--- src/fla_pkg.sv ---
// ----------------------------------------------------------------------------
// fla_pkg
// Shared types and constants of the free-list block allocator.
// ----------------------------------------------------------------------------
package fla_pkg;

    localparam int FREE_SLOTS_DEF = 16;
    localparam int HEADER_BYTES   = 16;
    localparam int HEAP_BYTES     = 65536;

    localparam int SIZE_W   = 16;
    localparam int TOTAL_W  = 32;
    localparam int TOP_W    = 17;
    localparam int ADDR_W   = 3;
    localparam int DATA_W   = 32;
    localparam int S_DATA_W = 48;
    localparam int M_DATA_W = 112;

    typedef enum logic [1:0] {
        CMD_ALLOC   = 2'd0,
        CMD_RELEASE = 2'd1,
        CMD_CLEAR   = 2'd2
    } command_t;

    typedef enum logic [1:0] {
        FIT_FIRST = 2'd0,
        FIT_BEST  = 2'd1,
        FIT_WORST = 2'd2
    } fit_policy_t;

    typedef enum logic [2:0] {
        ST_NEW      = 3'd0,
        ST_REUSED   = 3'd1,
        ST_RELEASED = 3'd2,
        ST_OOM      = 3'd3,
        ST_FLAG     = 3'd4
    } status_t;

    typedef enum logic [1:0] {
        S_IDLE,
        S_SEARCH,
        S_EXEC
    } state_t;

    localparam logic [ADDR_W-1:0] REG_FIT_POLICY = 3'd0;
    localparam logic [ADDR_W-1:0] REG_HEAP_LIMIT = 3'd4;

    typedef struct packed {
        logic shift;
        logic load;
    } cell_ctrl_t;

    typedef struct packed {
        logic              found;
        logic [SIZE_W-1:0] surplus;
    } cand_t;

endpackage

--- src/fla_cell.sv ---
// ----------------------------------------------------------------------------
// fla_cell
// One table entry: holds an address and a size, takes its neighbor's entry
// on a removal, and scores itself against the current request.
// ----------------------------------------------------------------------------
module fla_cell (
    input  logic                          clk,
    input  fla_pkg::cell_ctrl_t           ctrl,
    input  fla_pkg::fit_policy_t          policy,
    input  logic                          active,
    input  logic [fla_pkg::SIZE_W-1:0]    req,
    input  logic [fla_pkg::SIZE_W-1:0]    next_addr,
    input  logic [fla_pkg::SIZE_W-1:0]    next_size,
    input  logic [fla_pkg::SIZE_W-1:0]    load_addr,
    input  logic [fla_pkg::SIZE_W-1:0]    load_size,
    output logic [fla_pkg::SIZE_W-1:0]    addr,
    output logic [fla_pkg::SIZE_W-1:0]    size,
    output fla_pkg::cand_t                cand
);
    import fla_pkg::*;

    logic [SIZE_W-1:0] addr_reg;
    logic [SIZE_W-1:0] size_reg;
    cand_t             cand_reg;
    cand_t             cand_next;

    always_ff @(posedge clk)
    begin
        if (ctrl.load)
        begin
            addr_reg <= load_addr;
            size_reg <= load_size;
        end
        else if (ctrl.shift)
        begin
            addr_reg <= next_addr;
            size_reg <= next_size;
        end
    end

    always_comb
    begin
        cand_next.surplus = size_reg - req;
        case (policy) inside
            FIT_BEST, FIT_WORST: cand_next.found = active && (size_reg > req);
            default:             cand_next.found = active && (size_reg >= req);
        endcase
    end

    always_ff @(posedge clk)
    begin
        cand_reg <= cand_next;
    end

    assign addr = addr_reg;
    assign size = size_reg;
    assign cand = cand_reg;

endmodule

--- src/fla_pick.sv ---
// ----------------------------------------------------------------------------
// fla_pick
// Registered selection tree over the cell scores; the earlier entry wins ties.
// ----------------------------------------------------------------------------
module fla_pick #(
    parameter int FREE_SLOTS = fla_pkg::FREE_SLOTS_DEF
) (
    input  logic                          clk,
    input  fla_pkg::fit_policy_t          policy,
    input  fla_pkg::cand_t                cand [FREE_SLOTS],
    output logic                          found,
    output logic [$clog2(FREE_SLOTS)-1:0] idx
);
    import fla_pkg::*;

    localparam int IW     = $clog2(FREE_SLOTS);
    localparam int LEVELS = $clog2(FREE_SLOTS);
    localparam int PAD    = 1 << LEVELS;

    typedef struct packed {
        logic              found;
        logic [IW-1:0]     idx;
        logic [SIZE_W-1:0] surplus;
    } node_t;

    function automatic node_t pick2(node_t a, node_t b, fit_policy_t pol);
        node_t r;
        r = a;
        if (!a.found)
        begin
            r = b;
        end
        else if (b.found)
        begin
            case (pol)
                FIT_BEST:  if (b.surplus < a.surplus) r = b;
                FIT_WORST: if (b.surplus > a.surplus) r = b;
                default:   r = a;
            endcase
        end
        return r;
    endfunction

    node_t tree [0:LEVELS][0:PAD-1];

    for (genvar n = 0; n < PAD; n++)
    begin : g_leaf
        if (n < FREE_SLOTS)
        begin : g_used
            assign tree[0][n] = '{found: cand[n].found, idx: IW'(n),
                                  surplus: cand[n].surplus};
        end
        else
        begin : g_pad
            assign tree[0][n] = '0;
        end
    end

    for (genvar lv = 1; lv <= LEVELS; lv++)
    begin : g_level
        for (genvar n = 0; n < (PAD >> lv); n++)
        begin : g_node
            always_ff @(posedge clk)
            begin
                tree[lv][n] <= pick2(tree[lv-1][2*n], tree[lv-1][2*n+1], policy);
            end
        end
    end

    assign found = tree[LEVELS][0].found;
    assign idx   = tree[LEVELS][0].idx;

endmodule

--- src/free_list_block_allocator.sv ---
// ----------------------------------------------------------------------------
// free_list_block_allocator
// Heap allocator with an ordered free table held in a chain of cells.
// ----------------------------------------------------------------------------
// Allocate: the item is latched, scored in the cell registers, passed through
//   the registered levels of the pick tree and applied to the output register.
//   Release, clear: go from accept straight to the apply step.
// One item in work at a time; a new item is taken while a result waits, and an
//   item is applied only when the output register is empty or being read.
// Reset empties the table, zeroes the heap top and counters, restores config.
// ----------------------------------------------------------------------------
module free_list_block_allocator #(
    parameter int FREE_SLOTS = fla_pkg::FREE_SLOTS_DEF
) (
    input  logic                           clk,
    input  logic                           rst_n,
    // APB configuration
    input  logic                           psel,
    input  logic                           penable,
    input  logic                           pwrite,
    input  logic [fla_pkg::ADDR_W-1:0]     paddr,
    input  logic [fla_pkg::DATA_W-1:0]     pwdata,
    output logic [fla_pkg::DATA_W-1:0]     prdata,
    output logic                           pready,
    // request stream
    input  logic                           s_tvalid,
    output logic                           s_tready,
    input  logic [fla_pkg::S_DATA_W-1:0]   s_tdata,  // request_size, release_address, release_size
    input  logic [1:0]                     s_tuser,  // command
    // result stream
    output logic                           m_tvalid,
    input  logic                           m_tready,
    output logic [fla_pkg::M_DATA_W-1:0]   m_tdata,  // data_address, new_total, release_total, reuse_total
    output logic [2:0]                     m_tuser   // status
);
    import fla_pkg::*;

    localparam int IW     = $clog2(FREE_SLOTS);
    localparam int NW     = $clog2(FREE_SLOTS + 1);
    localparam int LEVELS = $clog2(FREE_SLOTS);
    localparam int WW     = $clog2(LEVELS + 2);
    localparam logic [SIZE_W-1:0] HEAP_MAX = SIZE_W'(HEAP_BYTES - 1);

    // configuration
    fit_policy_t        fit_policy_reg;
    logic [SIZE_W-1:0]  heap_limit_reg;
    logic               cfg_wr;

    // control
    state_t             state_reg;
    state_t             state_next;
    logic [WW-1:0]      wait_reg;
    logic               accept;
    logic               exec_go;

    // latched item
    command_t           cmd_reg;
    logic [SIZE_W-1:0]  req_reg;
    logic [SIZE_W-1:0]  raddr_reg;
    logic [SIZE_W-1:0]  rsize_reg;

    // heap and table state
    logic [NW-1:0]      count_reg;
    logic [TOP_W-1:0]   heap_top_reg;
    logic [TOTAL_W-1:0] new_total_reg;
    logic [TOTAL_W-1:0] release_total_reg;
    logic [TOTAL_W-1:0] reuse_total_reg;

    // output register
    logic               m_tvalid_reg;
    logic [SIZE_W-1:0]  out_addr_reg;
    status_t            out_status_reg;

    // cells and pick tree
    logic [SIZE_W-1:0]  cell_addr [FREE_SLOTS];
    logic [SIZE_W-1:0]  cell_size [FREE_SLOTS];
    cand_t              cand      [FREE_SLOTS];
    cell_ctrl_t         ctrl      [FREE_SLOTS];
    logic               pick_found;
    logic [IW-1:0]      pick_idx;

    // result of the applied item
    logic [TOP_W:0]     fresh_start;
    logic [TOP_W:0]     fresh_top;
    logic [SIZE_W-1:0]  bound;
    logic               oom;
    logic               table_full;
    logic [SIZE_W-1:0]  res_addr;
    status_t            res_status;

    // ------------------------------------------------------------------------
    assign pready = 1'b1;
    assign cfg_wr = psel && penable && pwrite && pready;

    always_ff @(posedge clk or negedge rst_n)
    begin
        if (!rst_n)
        begin
            fit_policy_reg <= FIT_FIRST;
            heap_limit_reg <= 16'hFFFF;
        end
        else if (cfg_wr)
        begin
            unique case (paddr)
                REG_FIT_POLICY: fit_policy_reg <= fit_policy_t'(pwdata[1:0]);
                REG_HEAP_LIMIT: heap_limit_reg <= pwdata[SIZE_W-1:0];
                default:        ;
            endcase
        end
    end

    always_comb
    begin
        unique case (paddr)
            REG_FIT_POLICY: prdata = {30'd0, fit_policy_reg};
            REG_HEAP_LIMIT: prdata = {16'd0, heap_limit_reg};
            default:        prdata = '0;
        endcase
    end

    // ------------------------------------------------------------------------
    always_ff @(posedge clk or negedge rst_n)
    begin
        if (!rst_n)
        begin
            state_reg <= S_IDLE;
            wait_reg  <= '0;
        end
        else
        begin
            state_reg <= state_next;
            if (accept)
            begin
                wait_reg <= WW'(LEVELS);
            end
            else if (state_reg == S_SEARCH)
            begin
                wait_reg <= wait_reg - 1'b1;
            end
        end
    end

    always_comb
    begin
        state_next = state_reg;
        s_tready   = 1'b0;
        accept     = 1'b0;
        exec_go    = 1'b0;
        unique case (state_reg)
            S_IDLE:
            begin
                s_tready = 1'b1;
                accept   = s_tvalid;
                if (s_tvalid)
                begin
                    state_next = (command_t'(s_tuser) == CMD_ALLOC) ? S_SEARCH : S_EXEC;
                end
            end
            S_SEARCH:
            begin
                if (wait_reg == '0)
                begin
                    state_next = S_EXEC;
                end
            end
            S_EXEC:
            begin
                exec_go = !m_tvalid_reg || m_tready;
                if (exec_go)
                begin
                    state_next = S_IDLE;
                end
            end
            default:
            begin
                state_next = S_IDLE;
            end
        endcase
    end

    always_ff @(posedge clk)
    begin
        if (accept)
        begin
            cmd_reg   <= command_t'(s_tuser);
            req_reg   <= s_tdata[15:0];
            raddr_reg <= s_tdata[31:16];
            rsize_reg <= s_tdata[47:32];
        end
    end

    // ------------------------------------------------------------------------
    for (genvar i = 0; i < FREE_SLOTS; i++)
    begin : g_cell
        logic [SIZE_W-1:0] nb_addr;
        logic [SIZE_W-1:0] nb_size;

        if (i < FREE_SLOTS - 1)
        begin : g_mid
            assign nb_addr = cell_addr[i+1];
            assign nb_size = cell_size[i+1];
        end
        else
        begin : g_end
            assign nb_addr = cell_addr[i];
            assign nb_size = cell_size[i];
        end

        assign ctrl[i].shift = exec_go && (cmd_reg == CMD_ALLOC) && pick_found
                               && (IW'(i) >= pick_idx);
        assign ctrl[i].load  = exec_go && (cmd_reg == CMD_RELEASE) && (count_reg == NW'(i));

        fla_cell u_cell (
            .clk       (clk),
            .ctrl      (ctrl[i]),
            .policy    (fit_policy_reg),
            .active    (NW'(i) < count_reg),
            .req       (req_reg),
            .next_addr (nb_addr),
            .next_size (nb_size),
            .load_addr (raddr_reg),
            .load_size (rsize_reg),
            .addr      (cell_addr[i]),
            .size      (cell_size[i]),
            .cand      (cand[i])
        );
    end

    fla_pick #(
        .FREE_SLOTS (FREE_SLOTS)
    ) u_pick (
        .clk    (clk),
        .policy (fit_policy_reg),
        .cand   (cand),
        .found  (pick_found),
        .idx    (pick_idx)
    );

    // ------------------------------------------------------------------------
    always_comb
    begin
        fresh_start = {1'b0, heap_top_reg} + (TOP_W + 1)'(HEADER_BYTES);
        fresh_top   = fresh_start + (TOP_W + 1)'(req_reg);
        bound       = (heap_limit_reg < HEAP_MAX) ? heap_limit_reg : HEAP_MAX;
        oom         = fresh_top > {2'b00, bound};
        table_full  = count_reg >= NW'(FREE_SLOTS);
        res_addr    = '0;
        res_status  = ST_FLAG;
        unique case (cmd_reg)
            CMD_ALLOC:
            begin
                if (pick_found)
                begin
                    res_addr   = cell_addr[pick_idx];
                    res_status = ST_REUSED;
                end
                else if (oom)
                begin
                    res_status = ST_OOM;
                end
                else
                begin
                    res_addr   = fresh_start[SIZE_W-1:0];
                    res_status = ST_NEW;
                end
            end
            CMD_RELEASE:
            begin
                res_status = table_full ? ST_FLAG : ST_RELEASED;
            end
            default:
            begin
                res_status = ST_FLAG;
            end
        endcase
    end

    always_ff @(posedge clk or negedge rst_n)
    begin
        if (!rst_n)
        begin
            count_reg         <= '0;
            heap_top_reg      <= '0;
            new_total_reg     <= '0;
            release_total_reg <= '0;
            reuse_total_reg   <= '0;
        end
        else if (exec_go)
        begin
            unique case (cmd_reg)
                CMD_ALLOC:
                begin
                    if (pick_found)
                    begin
                        count_reg       <= count_reg - 1'b1;
                        reuse_total_reg <= reuse_total_reg + 1'b1;
                    end
                    else if (!oom)
                    begin
                        heap_top_reg  <= fresh_top[TOP_W-1:0];
                        new_total_reg <= new_total_reg + 1'b1;
                    end
                end
                CMD_RELEASE:
                begin
                    if (!table_full)
                    begin
                        count_reg         <= count_reg + 1'b1;
                        release_total_reg <= release_total_reg + 1'b1;
                    end
                end
                CMD_CLEAR:
                begin
                    count_reg    <= '0;
                    heap_top_reg <= '0;
                end
                default: ;
            endcase
        end
    end

    always_ff @(posedge clk or negedge rst_n)
    begin
        if (!rst_n)
        begin
            m_tvalid_reg <= 1'b0;
        end
        else if (exec_go)
        begin
            m_tvalid_reg <= 1'b1;
        end
        else if (m_tready)
        begin
            m_tvalid_reg <= 1'b0;
        end
    end

    always_ff @(posedge clk)
    begin
        if (exec_go)
        begin
            out_addr_reg   <= res_addr;
            out_status_reg <= res_status;
        end
    end

    // counters only move when the output register is reloaded
    assign m_tvalid = m_tvalid_reg;
    assign m_tdata  = {reuse_total_reg, release_total_reg, new_total_reg, out_addr_reg};
    assign m_tuser  = out_status_reg;

    // ------------------------------------------------------------------------
    a_count_bound: assert property (@(posedge clk) disable iff (!rst_n)
        count_reg <= NW'(FREE_SLOTS))
        else $error("free table count above capacity");

    a_heap_bound: assert property (@(posedge clk) disable iff (!rst_n)
        heap_top_reg <= TOP_W'(HEAP_BYTES - 1))
        else $error("heap top beyond heap size");

    a_hit_removes_one: assert property (@(posedge clk) disable iff (!rst_n)
        (exec_go && cmd_reg == CMD_ALLOC && pick_found)
        |=> count_reg == $past(count_reg) - 1'b1)
        else $error("reuse did not remove exactly one entry");

    a_result_from_exec: assert property (@(posedge clk) disable iff (!rst_n)
        $rose(m_tvalid_reg) |-> $past(state_reg) == S_EXEC)
        else $error("result shown without an applied item");

    a_hit_in_table: assert property (@(posedge clk) disable iff (!rst_n)
        (state_reg == S_EXEC && cmd_reg == CMD_ALLOC && pick_found)
        |-> NW'(pick_idx) < count_reg)
        else $error("pick outside the filled table");

endmodule
--- config.mk ---
export PLATFORM = sky130hd
export DESIGN_NAME = free_list_block_allocator
export DESIGN_NICKNAME = d
export VERILOG_FILES = /design/src/fla_pkg.sv /design/src/fla_cell.sv /design/src/fla_pick.sv /design/src/free_list_block_allocator.sv
export SDC_FILE = /design/constraint.sdc
export NUM_CORES = 2
export LEC_CHECK = 0
export BUFFER_PORTS_ARGS = -buffer_cell sky130_fd_sc_hd__buf_2
export CAP_MARGIN = 20
export CORE_AREA = 2 2 421 423
export CTS_BUF_LIST = sky130_fd_sc_hd__clkbuf_16
export DETAILED_ROUTE_END_ITERATION = 7
export DIE_AREA = 0 0 423 425
export PLACE_DENSITY_LB_ADDON = 0.08
export SYNTH_ARGS = -nofsm -noshare
export SYNTH_HDL_FRONTEND = slang
export SYNTH_HIERARCHICAL = 1
export SYNTH_SLANG_ARGS = --single-unit
--- constraint.sdc ---
create_clock -name clk -period 4.65 [get_ports clk]
set_clock_uncertainty 0.2 [all_clocks]
set_input_delay 1.395 -clock clk [delete_from_list [all_inputs] [get_ports clk]]
set_output_delay 1.395 -clock clk [all_outputs]
set_load 0.01 [all_outputs]
After elaboration in Yosys (flattened, before gate mapping)
Cells that the tools add are included.

Add/subtract/negate cells: 24. Reductions and logical operators: 112. $lt $le $gt $ge: 97. Muxes and demuxes: 180. Equal/unequal tests: 29. Bitwise logic cells: 4.

Operators by type and width (number): 16-bit 2-to-1 mux (65); 21-bit 2-to-1 mux (30); 21-bit case mux with 2 select lines (15); 16-bit greater-than comparator (31); 17-bit 2-to-1 mux (18); 20-bit 2-to-1 mux (14); 16-bit greater-or-equal comparator (16); 16-bit subtractor (16); 16-bit less-than comparator (15); 32-bit by 1-bit adder with 32-bit output (second input constant) (3); 1-bit logical AND (68); 16-bit binary-select mux with 4-bit select (1); 5-bit by 4-bit == test with 1-bit output (second input constant) (8); 4-bit by 5-bit less-than comparator with 1-bit output (first input constant) (8); 2-bit nonzero test (18); 17-bit case mux with 2 select lines (1); 16-bit case mux with 2 select lines (1); 4-bit greater-or-equal comparator (first input constant) (7); 1-bit 2-to-1 mux (21); 5-bit by 3-bit == test with 1-bit output (second input constant) (4); 3-bit by 5-bit less-than comparator with 1-bit output (first input constant) (4); 2-bit AND reduction (10); 17-bit by 5-bit adder with 18-bit output (second input constant) (1); 18-bit by 16-bit adder with 18-bit output (1); other kinds (35) (70).

Bits in registers: 1294. Bits of input ports: 92.

Longest topological paths before layout
Depth in word-level cells: 8. Depth in mapped cells: 20. Mapped depth without buffers: 19.

Hierarchy
The synthesis kept the hierarchy.

Modules (own cells, without submodules): fla_cell at g_cell[0].u_cell ... (cells each 222, times used 14, seq. area each 1301.2 um^2, area an instance 2692.6 um^2); fla_pick (cells each 2927, times used 1, seq. area each 5305.1 um^2, area an instance 22846.9 um^2); free_list_block_allocator (cells each 1076, times used 1, seq. area each 5645.4 um^2, area an instance 12540.8 um^2); fla_cell at g_cell[4].u_cell (cells each 222, times used 1, seq. area each 1301.2 um^2, area an instance 2688.8 um^2); fla_cell at g_cell[5].u_cell (cells each 214, times used 1, seq. area each 1301.2 um^2, area an instance 2566.2 um^2).

Worst setup path after synthesis
No wires, ideal clock.

Kind: register -> register. Start: register req_reg[1]. End: register new_total_reg[26]. Buffers on the path: 1. Slack: -0.480 ns. Arrival: 4.803 ns. Stages on the path, launching flop included: 16. Data required time: 4.323 ns. Cells stage by stage: edfxtp_1 ha_1 a211oi_1 o211ai_1 a21boi_0 o21ai_0 xor2_1 ha_1 nand4_1 or3_1 o32ai_1 a21oi_1 nor4_4 clkbuf_1 nand4_1 xnor2_1.

Word-level cells in the longest chain between the ends: 4.

RTL lines: from (decl) (RTL line free_list_block_allocator.sv:58) `logic [SIZE_W-1:0] req_reg;`; from (signal assigned) (RTL line free_list_block_allocator.sv:186) `req_reg <= s_tdata[15:0];`; 18-bit by 16-bit adder with 18-bit output (RTL line free_list_block_allocator.sv:243) `fresh_top = fresh_start + (TOP_W + 1)'(req_reg);`; 18-bit by 16-bit greater-than comparator with 1-bit output (RTL line free_list_block_allocator.sv:245) `oom = fresh_top > {2'b00, bound};`; 1-bit inverter (no line); 4-bit AND reduction (no line); to (signal assigned) (RTL line free_list_block_allocator.sv:301) `new_total_reg <= new_total_reg + 1'b1;`; to (decl) (RTL line free_list_block_allocator.sv:65) `logic [TOTAL_W-1:0] new_total_reg;`.

No other way between the ends. A chain may end at the register's enable or synchronous reset.

Worst setup path after layout
Start: register heap_top_reg[9]. End: register out_addr_reg[14] (data pin).

Word-level cells in the longest chain between the ends: 5.

RTL lines: from (decl) (RTL line free_list_block_allocator.sv:64) `logic [TOP_W-1:0] heap_top_reg;`; from (signal assigned) (RTL line free_list_block_allocator.sv:300) `heap_top_reg <= fresh_top[TOP_W-1:0];`; 17-bit by 5-bit adder with 18-bit output * (RTL line free_list_block_allocator.sv:242) `fresh_start = {1'b0, heap_top_reg} + (TOP_W + 1)'(HEADER_BYTES);`; 18-bit by 16-bit adder with 18-bit output (RTL line free_list_block_allocator.sv:243); 18-bit by 16-bit greater-than comparator with 1-bit output (RTL line free_list_block_allocator.sv:245); 16-bit 2-to-1 mux * (RTL line free_list_block_allocator.sv:257) `else if (oom)`; 16-bit 2-to-1 mux * (RTL line free_list_block_allocator.sv:252) `if (pick_found)`; to (signal assigned) (RTL line free_list_block_allocator.sv:342) `out_addr_reg <= res_addr;`; to (decl) (RTL line free_list_block_allocator.sv:71) `logic [SIZE_W-1:0] out_addr_reg;`.

Every way passes the cells marked *; elsewhere a longest branch is shown, timed or not.

==> impl_metrics.yaml <==
run_status:
  status: "finished with violations"
  violations: "setup timing"
flow_run:
  drv_cap: 0
global_route:
  grt_max_degree: 177
  antenna_found_initial: 17
  track_usage_pct: 27.4
  globalRouteOverflowTotal: 0
  grt_pass1_vias: 58500
  grt_pass1_wl_microns: 375000
timing:
  setup_ws_ns: -0.0354
  finalMaxSlewViolations: 0
  fmax_mhz: 213
  tightest_slew_ns: 1.24
  finalSetupTns_ns: -0.342
  hold_violations: 0
  hold_ws_ns: 0.237
  period_needed_ns: 4.69
  finalSetupViolCount: 19
  min_period_over_period_pct: 101
  relSlewSlack_pct: 17.3
  rsz0062_at_grt: "yes"
clocking:
  cts_tree: "yes"
  clockBufferDepth: 3
  cts_made_buffers: 149
  cts_hold_buf: 0
  cts.clk_slew.worst_paths_ns: 0.06
  htreeDepth: 4
  root_buffer: "clkbuf_16"
  clk_latency_ns: 0.82
  cts.sinks: 1260
drt:
  drc: 0
  wl_microns: 254000
  wl_per_cell_microns: 24.8
  via_per_inst: 6.03
  num_vias: 61700
  ant_nets: 0
  drt_iter0_drc: 5772
  dr.pass1.iters: 5
synth:
  syn_inst: 7547
  ys.flop_type: "edfxtp_1"
  synthArstFlopShare_pct: 11.3
  synth.distinct_cells: 100
  ys_seq_area_share_pct: 40.6
  synth_area_leader_cell: "edfxtp_1"
  synth_edf_count: 581
  yosysWarnings: 6
  synth_seq_cells: 1260
  synth_area_leaders: "edfxtp_1, dfxtp_1, mux2_2, ha_1, dfrtp_1"
  synth_top_cell_area_share_pct: 22.3
  netlist_area_sq_um: 78300
  syn_area_per_cell_sq_um: 10.4
setup_path:
  worst-path-buf-inv: 4
  cpPeakStageDelay_ns: 0.43
  start_kind: "register"
  worst_setup_path_end_kind: "register"
  path_class: "reg2reg"
  worstPathCellList: "and4_4 > buf_4 > nand4_1 > xnor2_2 > ha_1 > a21oi_1 > o211ai_1 > a21o_1 > and2_4 > xor2_4 > ha_4 > nand4_1 > or3_4 > a31oi_2 > nor2_2 > a21oi_4 > nor4_4 > buf_6 > buf_4 > buf_6 > a32o_1"
  crit_arrival_ns: 5.04
  cpLargestDelayFamily: "simple AND/OR/NAND/NOR gates"
  critPathRequiredTime_ns: 5.01
  cp_max_fo: 8
  cpMaxStageDelayCell: "or3_4"
cells_and_area:
  final_layout_size_suffix_gt1_share_pct: 22.8
  area_growth_pct: 12.6
  largest_register_ffs: 272
  stdcell_count: 10200
  nets: 8425
  fillers: 15900
die:
  num_io_pins: 242
  dieArea_sq_um: 180000
  coreArea_sq_um: 175000
  initial_core_util_pct: 44.7
  die_y_microns: 425
  rows: 154
  die_w_microns: 423
power:
  p_switching_uw: 24500
  p_per_area_nw_per_um2: 640
  power_frac_comb_pct: 44.9
  total_power_uw: 56400
  p_leak_uw: 0.0357
  pwr-share-clk_pct: 20.9
  p_int_uw: 31900
  ir_worst_vdd_uv: 517
  swShare_pct: 43.4
  p_seq_share_pct: 34.2
place:
  placement.io_buffers: 208
  place.gp.congestion: 0.890
  place_hpwl_microns: 182000
  dp_slack_ns: -0.496
  dp_cells: 9929
worst_hold_path:
  min_path_type: "reg2reg"
synth_stat cells, types with 25 or more instances:
master    instances
o211ai_1        149
nor2b_4          30
and2_1           38
or2_2            48
nand2_1         488
dfxtp_1         537
xnor2_1         220
nor2b_1          25
xor2_1           77
o21ai_0         229
a21o_1           95
o21ai_1          50
dfrtp_1         126
nor2_1          192
buf_4            36
a21oi_4          30
mux4_2           80
a21oi_1         352
a211oi_1         39
o21bai_1         37
mux2_2          618
clkbuf_1        258
nand3b_1         40
nand2b_1         27
buf_2            88
nor3_1           67
a31oi_1         191
ha_1            548
inv_1           670
o22ai_1         248
nor4_1           26
a221oi_2         34
nand3_1         323
edfxtp_1        581
o31ai_1         146
mux2i_1          49
a221oi_1         76
and3_1           32
o21a_1           35
nand4_1         137
cells in the final DEF (no fill, tap or decap), types with 75 or more instances in the layout:
cell type / Yosys / routed
nand2_1: 488 / 484
o211ai_1: 149 / 149
xor2_1: 77 / 75
a21oi_1: 352 / 346
o31ai_1: 146 / 146
buf_2: 88 / 207
inv_1: 670 / 695
a31oi_1: 191 / 189
dfxtp_1: 537 / 534
nor2_1: 192 / 177
mux2_2: 618 / 617
a21o_1: 95 / 95
ha_1: 548 / 542
nand4_1: 137 / 137
xnor2_1: 220 / 213
dfrtp_1: 126 / 126
buf_4: 36 / 233
nand3_1: 323 / 320
a221oi_1: 76 / 76
clkbuf_16: 0 / 158
o21ai_0: 229 / 226
o22ai_1: 248 / 248
mux4_2: 80 / 80
edfxtp_1: 581 / 581
power groups by stage:
stage	sequential, uW	combinational (uW)	clock, uW
global placement	19400	24300	0
detailed placement	19500	24700	0
global route	19700	27600	12500
finish	19300	25300	11800
CTS	19300	24900	12100
floorplan	17500	18100	0
stage by stage:
stage,cell area (sq um),util [%]
after floorplan,78500,-
after global placement,82500,47.0
after detailed placement,82500,47.0
after CTS,87900,50.1
after global routing,88200,50.3
final,88200,50.3
worst paths after layout:
check	slack [ns]	end	cells after the start	start
worst min-delay path	0.24	u_pick/tree[944]	1	u_pick/tree[1196]
worst max register to register	-0.04	out_addr_reg[14]	21	heap_top_reg[9]
worst min register to register	0.24	u_pick/tree[944]	1	u_pick/tree[1196]
worst max-delay path	-0.04	out_addr_reg[14]	21	heap_top_reg[9]
max in group asynchronous	3.01	heap_limit_reg[2]	2	rst_n
min in group asynchronous	0.38	release_total_reg[31]	1	rst_n
layout make-up:
type,count,area [sq um],area share (%)
Antenna cell,9,22.5,0.0255
Clock buffer,156,3900,4.43
Clock inverter,123,1100,1.25
Inverter,672,2520,2.86
Multi-Input combinational cell,5215,42600,48.3
Sequential cell,1260,31800,36.0
Tap cell,2340,2930,3.32
Timing Repair Buffer,470,3360,3.81
per-layer routing:
layer	vias to the layer above	track usage, %	share of wire (%)
li1	28600	-	-
met1	30500	37.7	44
met2	2249	43.8	46
met3	406	3.96	6.5
met4	2	9.92	3.6
met5	-	0	0.0051
logic make-up after synthesis:
family | count (synthesis) | synth area share (%)
and+or+nand+nor | 1637 | 11.3
adders and majority gates | 565 | 9.19
muxes | 747 | 11.8
AOI/OAI and AO/OA | 1952 | 18.1
other | 2 | 0.00959
DFF | 1260 | 40.6
xor gates and xnor gates | 297 | 3.32
buffers and inverters | 1087 | 5.73
repair_timing:
item | 4_1_cts | 5_1_grt
pin swaps | 31 | 20
cloned | 2 | 1
setup endpoints to repair | 67 | 67
setup buffers | 15 | 3
resized for setup | 37 | 16
Power figures use the tool's default switching activity.
